<file path="src/rtl/thist_pkg.sv">
// Shared widths, register indexes, mode codes and limits of the threshold
// histogram statistics unit. No dependencies; every other file imports it.
package thist_pkg;

    // Field widths of one request record and one result.
    localparam int CODE_W = 10;
    localparam int SIZE_W = 40;
    localparam int DUR_W  = 32;
    localparam int HIT_W  = 3;
    localparam int CNT_W  = 32;
    localparam int SUM_W  = 48;

    // Configuration port.
    localparam int MODE_W     = 3;
    localparam int BINS_W     = 3;
    localparam int BOUND_W    = 40;
    localparam int CFG_IDX_W  = 3;
    localparam int CFG_DATA_W = 40;
    localparam int BOUND_REGS = 6;

    // Default for the top-level bin counter depth.
    localparam int DEF_MAX_BINS = 6;

    // Register indexes.
    localparam logic [CFG_IDX_W-1:0] CFG_REPORT_MODE = 3'd0;
    localparam logic [CFG_IDX_W-1:0] CFG_BIN_COUNT   = 3'd1;
    localparam logic [CFG_IDX_W-1:0] CFG_BOUND_0     = 3'd2;

    // Report modes.
    localparam logic [MODE_W-1:0] MODE_COUNT      = 3'd0;
    localparam logic [MODE_W-1:0] MODE_CODE_HIST  = 3'd1;
    localparam logic [MODE_W-1:0] MODE_TIME_HIST  = 3'd2;
    localparam logic [MODE_W-1:0] MODE_SIZE_HIST  = 3'd3;
    localparam logic [MODE_W-1:0] MODE_SIZE_SUM   = 3'd4;
    localparam logic [MODE_W-1:0] MODE_SIZE_AVG   = 3'd5;
    localparam logic [MODE_W-1:0] MODE_TIME_AVG   = 3'd6;
    localparam logic [MODE_W-1:0] MODE_UNUSED     = 3'd7;

    // Bin count lower limit and reset value.
    localparam logic [BINS_W-1:0] MIN_BINS = 3'd2;

    // Saturation limits.
    localparam logic [CNT_W-1:0] CNT_MAX = {CNT_W{1'b1}};
    localparam logic [SUM_W-1:0] SUM_MAX = {SUM_W{1'b1}};

endpackage

</file>
<file path="src/rtl/thist_in_if.sv">
// Request record channel of the threshold histogram statistics unit.
// Depends on thist_pkg for the field widths.
interface thist_in_if
    import thist_pkg::*;
();
    logic              valid;
    logic              ready;
    logic [CODE_W-1:0] status_code;
    logic [SIZE_W-1:0] bytes_sent;
    logic [DUR_W-1:0]  duration_us;

    modport source (output valid, output status_code, output bytes_sent,
                    output duration_us, input ready);
    modport sink   (input valid, input status_code, input bytes_sent,
                    input duration_us, output ready);
endinterface

</file>
<file path="src/rtl/thist_out_if.sv">
// Result channel of the threshold histogram statistics unit.
// Depends on thist_pkg for the field widths.
interface thist_out_if
    import thist_pkg::*;
();
    logic             valid;
    logic             ready;
    logic [HIT_W-1:0] bin_hit;
    logic [CNT_W-1:0] bin_total;
    logic [CNT_W-1:0] event_total;
    logic [SUM_W-1:0] value_total;

    modport source (output valid, output bin_hit, output bin_total,
                    output event_total, output value_total, input ready);
    modport sink   (input valid, input bin_hit, input bin_total,
                    input event_total, input value_total, output ready);
endinterface

</file>
<file path="src/rtl/threshold_histogram_stats_unit.sv">
// Top level of the threshold histogram statistics unit: configuration
// registers, record register, update logic and result register.
// Depends on thist_pkg, thist_in_if and thist_out_if.
//
// Usage: software writes report_mode, bin_count_in_use and bound_0..bound_5
// through the plain write port (cfg_we, cfg_index, cfg_data) while the unit
// is idle. Each transaction on the rec channel carries one parsed request
// record; for every record exactly one transaction leaves on the res channel
// with the chosen bin and the updated bin count, event count and running sum
// (fields that do not apply to the mode read as zero).
//
// A record accepted at one clock edge is captured in the record register,
// its update is done by the logic between that register and the result
// register, and the result is then captured in the result register.
// Throughput is one record per cycle while the receiver takes the results;
// it is set by the read-modify-write of the counters (six parallel bound
// compares, two 32-bit saturating increments and one 48-bit saturating add).
//
// Reset clears all counters and the sum, sets report_mode to count mode,
// bin_count_in_use to two and every bound to zero. When the receiver stalls,
// the result register holds its transaction and the record register still
// takes one more record; only then does rec.ready drop.
module threshold_histogram_stats_unit
    import thist_pkg::*;
#(
    parameter int MAX_BINS = DEF_MAX_BINS
)
(
    input  logic                  clk,
    input  logic                  rst_n,
    input  logic                  cfg_we,
    input  logic [CFG_IDX_W-1:0]  cfg_index,
    input  logic [CFG_DATA_W-1:0] cfg_data,
    thist_in_if.sink              rec,
    thist_out_if.source           res
);

    // Bins that can ever be chosen: limited by the counters and by the bounds.
    localparam int BIN_LIM = (MAX_BINS < BOUND_REGS) ? MAX_BINS : BOUND_REGS;
    localparam int BIN_W   = $clog2(MAX_BINS);

    // Configuration registers.
    logic [MODE_W-1:0]  mode_reg;
    logic [BINS_W-1:0]  bins_reg;
    logic [BOUND_W-1:0] bound_reg [BOUND_REGS];

    // Statistics state.
    logic [CNT_W-1:0] bin_cnt_reg [MAX_BINS];
    logic [CNT_W-1:0] event_cnt_reg;
    logic [SUM_W-1:0] sum_reg;

    // Record register.
    logic              s1_valid_reg;
    logic              s1_valid_next;
    logic [CODE_W-1:0] s1_code_reg;
    logic [SIZE_W-1:0] s1_size_reg;
    logic [DUR_W-1:0]  s1_dur_reg;

    // Result register.
    logic             out_valid_reg;
    logic             out_valid_next;
    logic [HIT_W-1:0] out_hit_reg;
    logic [CNT_W-1:0] out_btot_reg;
    logic [CNT_W-1:0] out_etot_reg;
    logic [SUM_W-1:0] out_vtot_reg;

    // Handshake control.
    logic rec_take;
    logic advance;
    logic update;

    // Update logic.
    logic [BINS_W-1:0]  bins_eff;
    logic [BOUND_W-1:0] val_cmp;
    logic               histo;
    logic [BIN_W-1:0]   bin_sel;
    logic [CNT_W-1:0]   bin_inc;
    logic [CNT_W-1:0]   event_inc;
    logic [SUM_W-1:0]   sum_add;
    logic [SUM_W:0]     sum_wide;
    logic [SUM_W-1:0]   sum_sat;
    logic               do_event;
    logic               do_sum;

    // ------------------------------------------------------------------
    // Handshake: the result register advances when it is empty or taken;
    // the record register takes a new record when it is empty or advancing.
    // ------------------------------------------------------------------
    assign advance   = !out_valid_reg || res.ready;
    assign rec.ready = !s1_valid_reg || advance;
    assign rec_take  = rec.valid && rec.ready;
    assign update    = s1_valid_reg && advance;

    always_comb
    begin
        s1_valid_next = s1_valid_reg;
        if (rec_take)
        begin
            s1_valid_next = 1'b1;
        end
        else if (advance)
        begin
            s1_valid_next = 1'b0;
        end
        out_valid_next = advance ? s1_valid_reg : out_valid_reg;
    end

    // ------------------------------------------------------------------
    // Configuration writes.
    // ------------------------------------------------------------------
    always_ff @(posedge clk or negedge rst_n)
    begin
        if (!rst_n)
        begin
            mode_reg <= MODE_COUNT;
            bins_reg <= MIN_BINS;
            for (int i = 0; i < BOUND_REGS; i++)
            begin
                bound_reg[i] <= '0;
            end
        end
        else if (cfg_we)
        begin
            if (cfg_index == CFG_REPORT_MODE)
            begin
                mode_reg <= cfg_data[MODE_W-1:0];
            end
            if (cfg_index == CFG_BIN_COUNT)
            begin
                bins_reg <= cfg_data[BINS_W-1:0];
            end
            for (int i = 0; i < BOUND_REGS; i++)
            begin
                if (cfg_index == CFG_BOUND_0 + CFG_IDX_W'(i))
                begin
                    bound_reg[i] <= cfg_data[BOUND_W-1:0];
                end
            end
        end
    end

    // ------------------------------------------------------------------
    // Update logic: bin choice, saturating increments and the saturating sum.
    // ------------------------------------------------------------------
    always_comb
    begin
        // A bin count outside the usable range is clamped to it.
        if (bins_reg < MIN_BINS)
        begin
            bins_eff = MIN_BINS;
        end
        else if (bins_reg > BINS_W'(BIN_LIM))
        begin
            bins_eff = BINS_W'(BIN_LIM);
        end
        else
        begin
            bins_eff = bins_reg;
        end

        histo    = 1'b0;
        do_event = 1'b0;
        do_sum   = 1'b0;
        val_cmp  = '0;
        sum_add  = '0;
        unique case (mode_reg)
            MODE_COUNT:
            begin
                do_event = 1'b1;
            end
            MODE_CODE_HIST:
            begin
                histo   = 1'b1;
                val_cmp = BOUND_W'(s1_code_reg);
            end
            MODE_TIME_HIST:
            begin
                histo   = 1'b1;
                val_cmp = BOUND_W'(s1_dur_reg);
            end
            MODE_SIZE_HIST:
            begin
                histo   = 1'b1;
                val_cmp = BOUND_W'(s1_size_reg);
            end
            MODE_SIZE_SUM:
            begin
                do_sum  = 1'b1;
                sum_add = SUM_W'(s1_size_reg);
            end
            MODE_SIZE_AVG:
            begin
                do_event = 1'b1;
                do_sum   = 1'b1;
                sum_add  = SUM_W'(s1_size_reg);
            end
            MODE_TIME_AVG:
            begin
                do_event = 1'b1;
                do_sum   = 1'b1;
                sum_add  = SUM_W'(s1_dur_reg);
            end
            default:
            begin
                // The unused mode leaves every statistic alone.
            end
        endcase

        // First bin in order whose bound covers the value; the last active
        // bin when none does. Scanning downward lets the lowest match win.
        bin_sel = BIN_W'(bins_eff - 3'd1);
        for (int i = BIN_LIM - 1; i >= 0; i--)
        begin
            if ((BINS_W'(i) < bins_eff) && (bound_reg[i] >= val_cmp))
            begin
                bin_sel = BIN_W'(i);
            end
        end

        bin_inc   = (bin_cnt_reg[bin_sel] == CNT_MAX) ? CNT_MAX
                                                      : bin_cnt_reg[bin_sel] + 1'b1;
        event_inc = (event_cnt_reg == CNT_MAX) ? CNT_MAX : event_cnt_reg + 1'b1;

        sum_wide = {1'b0, sum_reg} + {1'b0, sum_add};
        sum_sat  = (sum_wide >= {1'b0, SUM_MAX}) ? SUM_MAX : sum_wide[SUM_W-1:0];
    end

    // ------------------------------------------------------------------
    // Statistics state and handshake registers.
    // ------------------------------------------------------------------
    always_ff @(posedge clk or negedge rst_n)
    begin
        if (!rst_n)
        begin
            s1_valid_reg  <= 1'b0;
            out_valid_reg <= 1'b0;
            event_cnt_reg <= '0;
            sum_reg       <= '0;
            for (int i = 0; i < MAX_BINS; i++)
            begin
                bin_cnt_reg[i] <= '0;
            end
        end
        else
        begin
            s1_valid_reg  <= s1_valid_next;
            out_valid_reg <= out_valid_next;
            if (update)
            begin
                if (do_event)
                begin
                    event_cnt_reg <= event_inc;
                end
                if (do_sum)
                begin
                    sum_reg <= sum_sat;
                end
                for (int i = 0; i < MAX_BINS; i++)
                begin
                    if (histo && (bin_sel == BIN_W'(i)))
                    begin
                        bin_cnt_reg[i] <= bin_inc;
                    end
                end
            end
        end
    end

    // Payload registers: record fields and result fields.
    always_ff @(posedge clk)
    begin
        if (rec_take)
        begin
            s1_code_reg <= rec.status_code;
            s1_size_reg <= rec.bytes_sent;
            s1_dur_reg  <= rec.duration_us;
        end
        if (update)
        begin
            out_hit_reg  <= histo ? HIT_W'(bin_sel) : '0;
            out_btot_reg <= histo ? bin_inc : '0;
            out_etot_reg <= do_event ? event_inc : '0;
            out_vtot_reg <= do_sum ? sum_sat : '0;
        end
    end

    assign res.valid       = out_valid_reg;
    assign res.bin_hit     = out_hit_reg;
    assign res.bin_total   = out_btot_reg;
    assign res.event_total = out_etot_reg;
    assign res.value_total = out_vtot_reg;

    // ------------------------------------------------------------------
    // Assertions.
    // ------------------------------------------------------------------

    // The record side only stalls when both registers hold a transaction.
    a_stall_full: assert property (@(posedge clk) disable iff (!rst_n)
        !rec.ready |-> (s1_valid_reg && out_valid_reg))
        else $error("record channel stalled while a register was free");

    // A record in the unused mode produces an all-zero result.
    a_unused_zero: assert property (@(posedge clk) disable iff (!rst_n)
        (update && (mode_reg == MODE_UNUSED)) |=>
        (res.bin_hit == '0 && res.bin_total == '0 &&
         res.event_total == '0 && res.value_total == '0))
        else $error("unused mode produced a nonzero result");

    // Count mode below saturation advances the event counter by exactly one.
    a_count_step: assert property (@(posedge clk) disable iff (!rst_n)
        (update && (mode_reg == MODE_COUNT) && (event_cnt_reg != CNT_MAX)) |=>
        (event_cnt_reg == $past(event_cnt_reg) + 1'b1))
        else $error("event counter did not advance by one in count mode");

endmodule
</file>
<file path="src/flat_wrapper.sv">
// flat-port wrapper written by rule: the top's interface ports become plain ports
module threshold_histogram_stats_unit_flat import thist_pkg::*;
#(
    parameter int MAX_BINS = DEF_MAX_BINS
)
  (clk, rst_n, cfg_we, cfg_index, cfg_data, rec_valid, rec_status_code, rec_bytes_sent, rec_duration_us, rec_ready, res_valid, res_bin_hit, res_bin_total, res_event_total, res_value_total, res_ready);
  thist_in_if rec_i ();
  thist_out_if res_i ();
  input  logic clk;
  input  logic rst_n;
  input  logic cfg_we;
  input  logic [CFG_IDX_W-1:0] cfg_index;
  input  logic [CFG_DATA_W-1:0] cfg_data;
  input wire logic [$bits(rec_i.valid)-1:0] rec_valid;
  input wire logic [$bits(rec_i.status_code)-1:0] rec_status_code;
  input wire logic [$bits(rec_i.bytes_sent)-1:0] rec_bytes_sent;
  input wire logic [$bits(rec_i.duration_us)-1:0] rec_duration_us;
  output wire logic [$bits(rec_i.ready)-1:0] rec_ready;
  output wire logic [$bits(res_i.valid)-1:0] res_valid;
  output wire logic [$bits(res_i.bin_hit)-1:0] res_bin_hit;
  output wire logic [$bits(res_i.bin_total)-1:0] res_bin_total;
  output wire logic [$bits(res_i.event_total)-1:0] res_event_total;
  output wire logic [$bits(res_i.value_total)-1:0] res_value_total;
  input wire logic [$bits(res_i.ready)-1:0] res_ready;
  assign rec_i.valid = rec_valid;
  assign rec_i.status_code = rec_status_code;
  assign rec_i.bytes_sent = rec_bytes_sent;
  assign rec_i.duration_us = rec_duration_us;
  assign rec_ready = rec_i.ready;
  assign res_valid = res_i.valid;
  assign res_bin_hit = res_i.bin_hit;
  assign res_bin_total = res_i.bin_total;
  assign res_event_total = res_i.event_total;
  assign res_value_total = res_i.value_total;
  assign res_i.ready = res_ready;
  threshold_histogram_stats_unit #(.MAX_BINS(MAX_BINS)) u_core (.clk(clk), .rst_n(rst_n), .cfg_we(cfg_we), .cfg_index(cfg_index), .cfg_data(cfg_data), .rec(rec_i), .res(res_i));
endmodule
</file>
<file path="config.mk">
export PLATFORM = sky130hd
export DESIGN_NAME = threshold_histogram_stats_unit_flat
export DESIGN_NICKNAME = d
export VERILOG_FILES = /design/src/rtl/thist_pkg.sv /design/src/rtl/thist_in_if.sv /design/src/rtl/thist_out_if.sv /design/src/rtl/threshold_histogram_stats_unit.sv /design/src/flat_wrapper.sv
export SDC_FILE = /design/constraint.sdc
export NUM_CORES = 1
export LEC_CHECK = 0
export BUFFER_PORTS_ARGS = -buffer_cell sky130_fd_sc_hd__buf_2
export CORE_MARGIN = 1
export CORE_UTILIZATION = 50
export CTS_BUF_LIST = sky130_fd_sc_hd__clkbuf_2 sky130_fd_sc_hd__clkbuf_4 sky130_fd_sc_hd__clkbuf_8
export DETAILED_ROUTE_END_ITERATION = 8
export PLACE_DENSITY_LB_ADDON = 0.3
export SYNTH_ARGS = -nofsm -noshare
export SYNTH_HDL_FRONTEND = slang
export SYNTH_SLANG_ARGS = --single-unit
</file>
<file path="constraint.sdc">
create_clock -name clk -period 13.05 [get_ports clk]
set_input_delay 1.305 -clock clk [delete_from_list [all_inputs] [get_ports clk]]
set_output_delay 1.305 -clock clk [all_outputs]
set_load 0.02 [all_outputs]
</file>
======== Yosys cells after proc, flatten, opt, wreduce, memory -nomap -nowiden ========
Cells that the tools add are included.
operators by class
  bitwise logic cells ..................... 1
  equality and inequality tests ........... 20
  mux-type cells .......................... 21
  add/sub/neg operators ................... 4
  $lt $le $gt $ge ......................... 16
  reductions and logical operators ........ 42
operator list
  kind                   count
  $ge 40x40->1           6
  $mux 32                4
  $pmux 40 s3            1
  $bmux 32 s3            1
  $pmux 40 s2            1
  $add 32x1->32 const B  2
  $eq 32x32->1 const B   2
  $add 48x40->49         1
  $ge 49x48->1 const B   1
  $mux 48                1
  $reduce_and 2->1       16
  $eq 3x3->1 const B     9
  $mux 3                 8
  $eq 3x2->1 const B     6
  $logic_and 1x1->1      14
  $eq 3x1->1 const B     3
  $logic_not 3->1        3
  $reduce_or 3->1        3
  $lt 1x3->1 const A     2
  $lt 2x3->1 const A     2
  $lt 3x3->1 const A     2
  $mux 1                 5
  $ge 4x4->1 const B     1
  $not 3->4              1
  7 further kinds        9
word-level totals
  bits of input ports ..................... 130
  output and inout bits ................... 117
  bits in registers ....................... 717
  logic and storage cells ................. 129

======== Logic depth before layout (Yosys ltp) ========
  depth after elaboration ................. 17
  depth in mapped cells ................... 28
  gate-level depth less buffers ........... 21

======== Worst setup path after synthesis ========
No wires, ideal clock.
  path type ............................... register -> register
  start ................................... register u_core.mode_reg[0]
  end ..................................... register u_core.out_btot_reg[26], in the netlist u_core.res.bin_total[26] (data pin)
  setup time .............................. 280 ps
  path buffers ............................ 7
  data arrival time ....................... 6062 ps
  data required time ...................... 12770 ps
  period minus slack after synthesis ...... 6343 ps
  cell stages (with the launch flop) ...... 27
  path slack .............................. 6707 ps
  path through ............................ dfrtp_1 > clkbuf_1 > buf_1 > and3b_1 > clkbuf_1 > a22oi_1 > ha_1 > a21o_1 > a21o_1 > a221o_1 > a21o_1 > a311o_1 > o21ai_4 > nand4_1 > buf_2 > buf_2 > buf_1 > o31a_1 > a21oi_1 > ha_1 > clkbuf_1 > o211ai_1 > a211oi_1 > nand4_2 > nor2_1 > xor2_1 > a21oi_1
between the ends
  cells in the longest elaborated chain, start to end .. 16
  elaborated cells on any way between the ends .. 31
  those cells by class .................... add/sub (1); order compare (6); eq/ne (4); mux (12); bitwise (1); reduce/logical (7)
RTL lines
  what                                                  line                                                                          text
  start, declared                                       threshold_histogram_stats_unit.sv:43                                          logic [MODE_W-1:0] mode_reg;
  start signal, assigned                                threshold_histogram_stats_unit.sv:126                                         mode_reg <= cfg_data[MODE_W-1:0];
  $eq 3x2->1 / $eq 3x1->1 (equally long branches)       threshold_histogram_stats_unit.sv:166                                         unique case (mode_reg)
  $pmux 40 s3                                           threshold_histogram_stats_unit.sv:166
  $ge 40x40->1                                          threshold_histogram_stats_unit.sv:214                                         if ((BINS_W'(i) < bins_eff) && (bound_reg[i] >= val_cmp))
  $logic_and 1x1->1                                     threshold_histogram_stats_unit.sv:214
  $mux 3 (6 in series)                                  threshold_histogram_stats_unit.sv:214
  $not 3->4 (not written as such)                       threshold_histogram_stats_unit.sv:220, threshold_histogram_stats_unit.sv:221
  $bmux 32 s3                                           threshold_histogram_stats_unit.sv:220, threshold_histogram_stats_unit.sv:221
  $mux 32 (not written as such) (2 in series)           threshold_histogram_stats_unit.sv:220, threshold_histogram_stats_unit.sv:221
  $add 32x1->32 / $eq 32x32->1 (equally long branches)  threshold_histogram_stats_unit.sv:221, threshold_histogram_stats_unit.sv:220
  $mux 32                                               threshold_histogram_stats_unit.sv:220                                         bin_inc = (bin_cnt_reg[bin_sel] == CNT_MAX) ? CNT_MAX
  end signal, assigned                                  threshold_histogram_stats_unit.sv:281                                         out_btot_reg <= histo ? bin_inc : '0;
  end, declared                                         threshold_histogram_stats_unit.sv:63                                          logic [CNT_W-1:0] out_btot_reg;
Several ways; a longest one is shown, not always the timed one. The select of a mux whose other input is x is not followed.
A chain may end at the register's enable or synchronous reset.

======== Worst setup path after layout ========
  start ................................... register u_core.mode_reg[2]
  end ..................................... register u_core.bin_cnt_reg[11] (netlist name)
between the ends
  cells in the longest elaborated chain, start to end .. 16
  elaborated cells on any way between the ends .. 34
  those cells by class .................... add/sub (1); order compare (6); eq/ne (5); mux (12); bitwise (1); reduce/logical (9)
RTL lines
  what                                                  line                                                                          text
  $eq 3x2->1 / $eq 3x1->1 (equally long branches)       threshold_histogram_stats_unit.sv:166
  $pmux 40 s3                                           threshold_histogram_stats_unit.sv:166
  $ge 40x40->1                                          threshold_histogram_stats_unit.sv:214
  $logic_and 1x1->1                                     threshold_histogram_stats_unit.sv:214
  $mux 3 (6 in series)                                  threshold_histogram_stats_unit.sv:214
  $not 3->4 (not written as such)                       threshold_histogram_stats_unit.sv:220, threshold_histogram_stats_unit.sv:221
  $bmux 32 s3                                           threshold_histogram_stats_unit.sv:220, threshold_histogram_stats_unit.sv:221
  $mux 32 (not written as such) (2 in series)           threshold_histogram_stats_unit.sv:220, threshold_histogram_stats_unit.sv:221
  $add 32x1->32 / $eq 32x32->1 (equally long branches)  threshold_histogram_stats_unit.sv:221, threshold_histogram_stats_unit.sv:220
  $mux 32                                               threshold_histogram_stats_unit.sv:220
  end signal, assigned by index                         threshold_histogram_stats_unit.sv:262                                         bin_cnt_reg[i] <= bin_inc;
  end, declared                                         threshold_histogram_stats_unit.sv:48                                          logic [CNT_W-1:0] bin_cnt_reg [MAX_BINS];
Several ways; a longest one is shown, not always the timed one. The select of a mux whose other input is x is not followed.

==> results.md <==
* Worst path max stage delay at 960 ps
* Syn nets at 3809
* RSZ-0062 raised after global routing: no
* Largest register FFs at 240
* Post-synth EDFFs at 197
* Crit path DAT at 10090 ps
* Post-synthesis sequential area ratio at 0.507
* CTS H-tree depth at 4
* Fin. Hold Viols at 0
* CTS clock-pin slew for the worst setup and hold paths at 60 ps
* Crit Path Max Fanout at 35
* Initial drt markers at 2283
* Setup Buffers After CTS at 0
* CTS buffer count at 130
* Final WL at 104000 microns
* Max-slew violations at 0
* Commonest non-fill, non-tap cell in the layout: dfrtp_1
* Die area at 0.0758 sq mm
* Post-Syn Instances at 3393
* Rows at 99
* Hold WS at 476 ps
* Total core area at 0.0735 sq mm
* Cell Area, Synth at 0.0373 sq mm
* CTS Root Cell: clkbuf_8
* Startpoint types: register
* CP Cell Sequence: and3b_1 -> buf_4 -> a22oi_1 -> ha_1 -> a21oi_1 -> o21ai_1 -> a221oi_1 -> a21boi_1 -> o31ai_4 -> and3_1 -> nand4_4 -> nand2_1 -> a22oi_1 -> a21oi_1 -> ha_1 -> o211ai_1 -> a211oi_1 -> nand4_2 -> nor2_4 -> nor2_1 -> o21ai_0
* PortBufs at 246
* Kind of critical path: reg -> reg
* Io pins at 247
* Setup TNS at 0 ps
* # hold bufs at CTS at 0
* Reg2reg start: u_core.mode_reg[2]
* Post-synth cell types at 94
* Post-detail-place hpwl at 71000 microns
* Mean area per synthesized cell at 11.0 sq um
* Setup crit end kind: register
* Main synth FF type: dfrtp_1
* Max Buffers Root-to-Sink at 3
* Leak at 0.0186 uW
* Status: finished, final reports clean
* Reg2Reg Setup Slack at 3630 ps
* Resized Gates After CTS at 0
* Placed cell area at 0.0396 sq mm
* Hold path startpoint: u_core.bin_cnt_reg[190]
* Final #Nets at 4087
* GRT Overall Usage at 0.276
* Clock Latency Late Sink at 800 ps
* Commonest non-fill, non-tap cells in the layout: dfrtp_1, nand2_1, ha_1
* Warnings, synthesis at 0
* Max Fclk at 0.106 GHz
* Wire length per cell at 22.0 microns
* TritonCTS clock tree: yes
* # setup viols final at 0
* First-pass GRT wire length at 160000 microns
* CP Launch Point: u_core.mode_reg[2]
* Flops & latches, synth at 717
* Asr flop ratio synth at 0.725
* Clock sink count at 717
* Final antenna-violating net count at 0
* Pwr Density at 201 mW/mm^2
* Residual DRC count at 0
* Vias in the first global route at 27300
* DRT Pass-1 Iters at 6
* Initial antenna violation count at 6
* Final min period at 9420 ps
* CP max stage cell: nor2_4
* Die width at 275 microns
* Initial Utilization at 0.508
* DIE HEIGHT at 275 microns
* Setup Skew at 44.7 ps
* MaxCap Viol Count at 0
* Pin count of the biggest net entering global routing at 96
* Area delta synth->final at 13.3%
* GRT overflow at 0
* Via count at 28400
* CP Data Required Time at 13720 ps
* Maximum VDD drop at 0.0000844 V
* Vias per cell at 6.01
* Layout cells sized above 1 at 0.229
* Hold WC Path Type: reg -> reg
* Worst slew pin tran at 1250 ps
* Cell area after layout at 0.0423 sq mm
* Slew margin rel. at 0.157
* Tcrit/Tclk final at 0.722
* Placer congestion estimate at 0.907
## through the flow
stage / power (uW) / util / std cells / setup slack, ps
after floorplan: 5380 / - / 3393 / 6710
after global placement: 6230 / 0.540 / 4498 / 4040
after detailed placement: 6320 / 0.540 / 4498 / 3820
after CTS: 8490 / 0.576 / 4731 / 3750
after global routing: 9040 / 0.576 / 4732 / 2990
final: 8490 / 0.576 / 4733 / 3630
## final timing paths
check	end	cells past startpoint
min	u_core.bin_cnt_reg[190]	2
min in group asynchronous	u_core.bound_reg[98]	1
max	u_core.bin_cnt_reg[11]	21
max in group asynchronous	u_core.bin_cnt_reg[80]	3
max reg2reg	u_core.bin_cnt_reg[11]	21
min reg2reg	u_core.bin_cnt_reg[190]	2
## metal layers
metal | track usage | vias to the layer above | wire length (microns)
met3 | 0.0592 | 164 | 7990
met5 | 0 | - | 57
li1 | - | 13100 | -
met4 | 0.0826 | 8 | 2430
met1 | 0.404 | 14100 | 48200
met2 | 0.411 | 1055 | 45400
## power by group
group	internal, uW	switching (uW)
Combinational	1180	1930
Clock	1190	959
Sequential	2890	343
Total	5260	3230
## cell type report
class | count | area [sq um]
Inverter | 42 | 160
Fill cell | 6223 | 31200
Clock buffer | 198 | 2430
Sequential cell | 717 | 18900
Multi-Input combinational cell | 2474 | 17700
Clock inverter | 35 | 205
Tap cell | 959 | 1200
Timing Repair Buffer | 306 | 1690
Antenna cell | 2 | 5.00
## worst max-delay path: cells and delay by family (launching register included)
kind | cells | cell delay, ps
AO/OA/AOI/OAI | 11 | 3810
adder cells (fa/ha/maj) | 2 | 770
buffers and inverters | 1 | 250
flip-flops | 1 | 690
AND/OR/NAND/NOR | 7 | 3730
## kinds of logic (layout without fill, tap and decap cells)
| kind of cell | after synthesis | in the layout | synth area share |
|---|---|---|---|
| and+or+nand+nor | 905 | 905 | 0.114 |
| other | 0 | 2 | 0 |
| AOI/OAI and AO/OA | 896 | 896 | 0.150 |
| adders and majority gates | 286 | 286 | 0.0960 |
| DFF | 717 | 717 | 0.507 |
| muxes | 295 | 295 | 0.0884 |
| buffers and inverters | 202 | 581 | 0.0224 |
| xor gates and xnor gates | 92 | 92 | 0.0216 |
## Yosys cell counts, drive strengths merged, types with 7 or more instances
| master | instances | area (sq um) |
|---|---|---|
| a221oi | 23 | 201 |
| o21bai | 9 | 67.6 |
| dfrtp | 519 | 13000 |
| mux2 | 277 | 3120 |
| nand2 | 297 | 1120 |
| or2 | 12 | 75.1 |
| a211o | 8 | 78.8 |
| edfxtp | 197 | 5920 |
| o22ai | 12 | 75.1 |
| and2 | 33 | 206 |
| clkbuf | 115 | 432 |
| nor3 | 37 | 190 |
| a22oi | 51 | 383 |
| o21a | 20 | 151 |
| xor2 | 38 | 333 |
| o21ai | 253 | 1280 |
| nor2b | 21 | 131 |
| a211oi | 22 | 175 |
| a21oi | 283 | 1440 |
| a31oi | 27 | 169 |
| and4 | 10 | 87.6 |
| nor3b | 7 | 57.6 |
| and3 | 22 | 138 |
| inv | 42 | 158 |
| or3 | 8 | 55.1 |
| a21o | 61 | 458 |
| nand2b | 24 | 150 |
| xnor2 | 54 | 473 |
| ha | 285 | 3570 |
| buf | 45 | 246 |
| mux2i | 18 | 180 |
| nor2 | 282 | 1070 |
| o211ai | 20 | 155 |
| a22o | 44 | 385 |
| nand4 | 52 | 368 |
| nor4 | 12 | 103 |
| nand3 | 63 | 315 |
No activity file was read; power rests on OpenSTA's default activity.
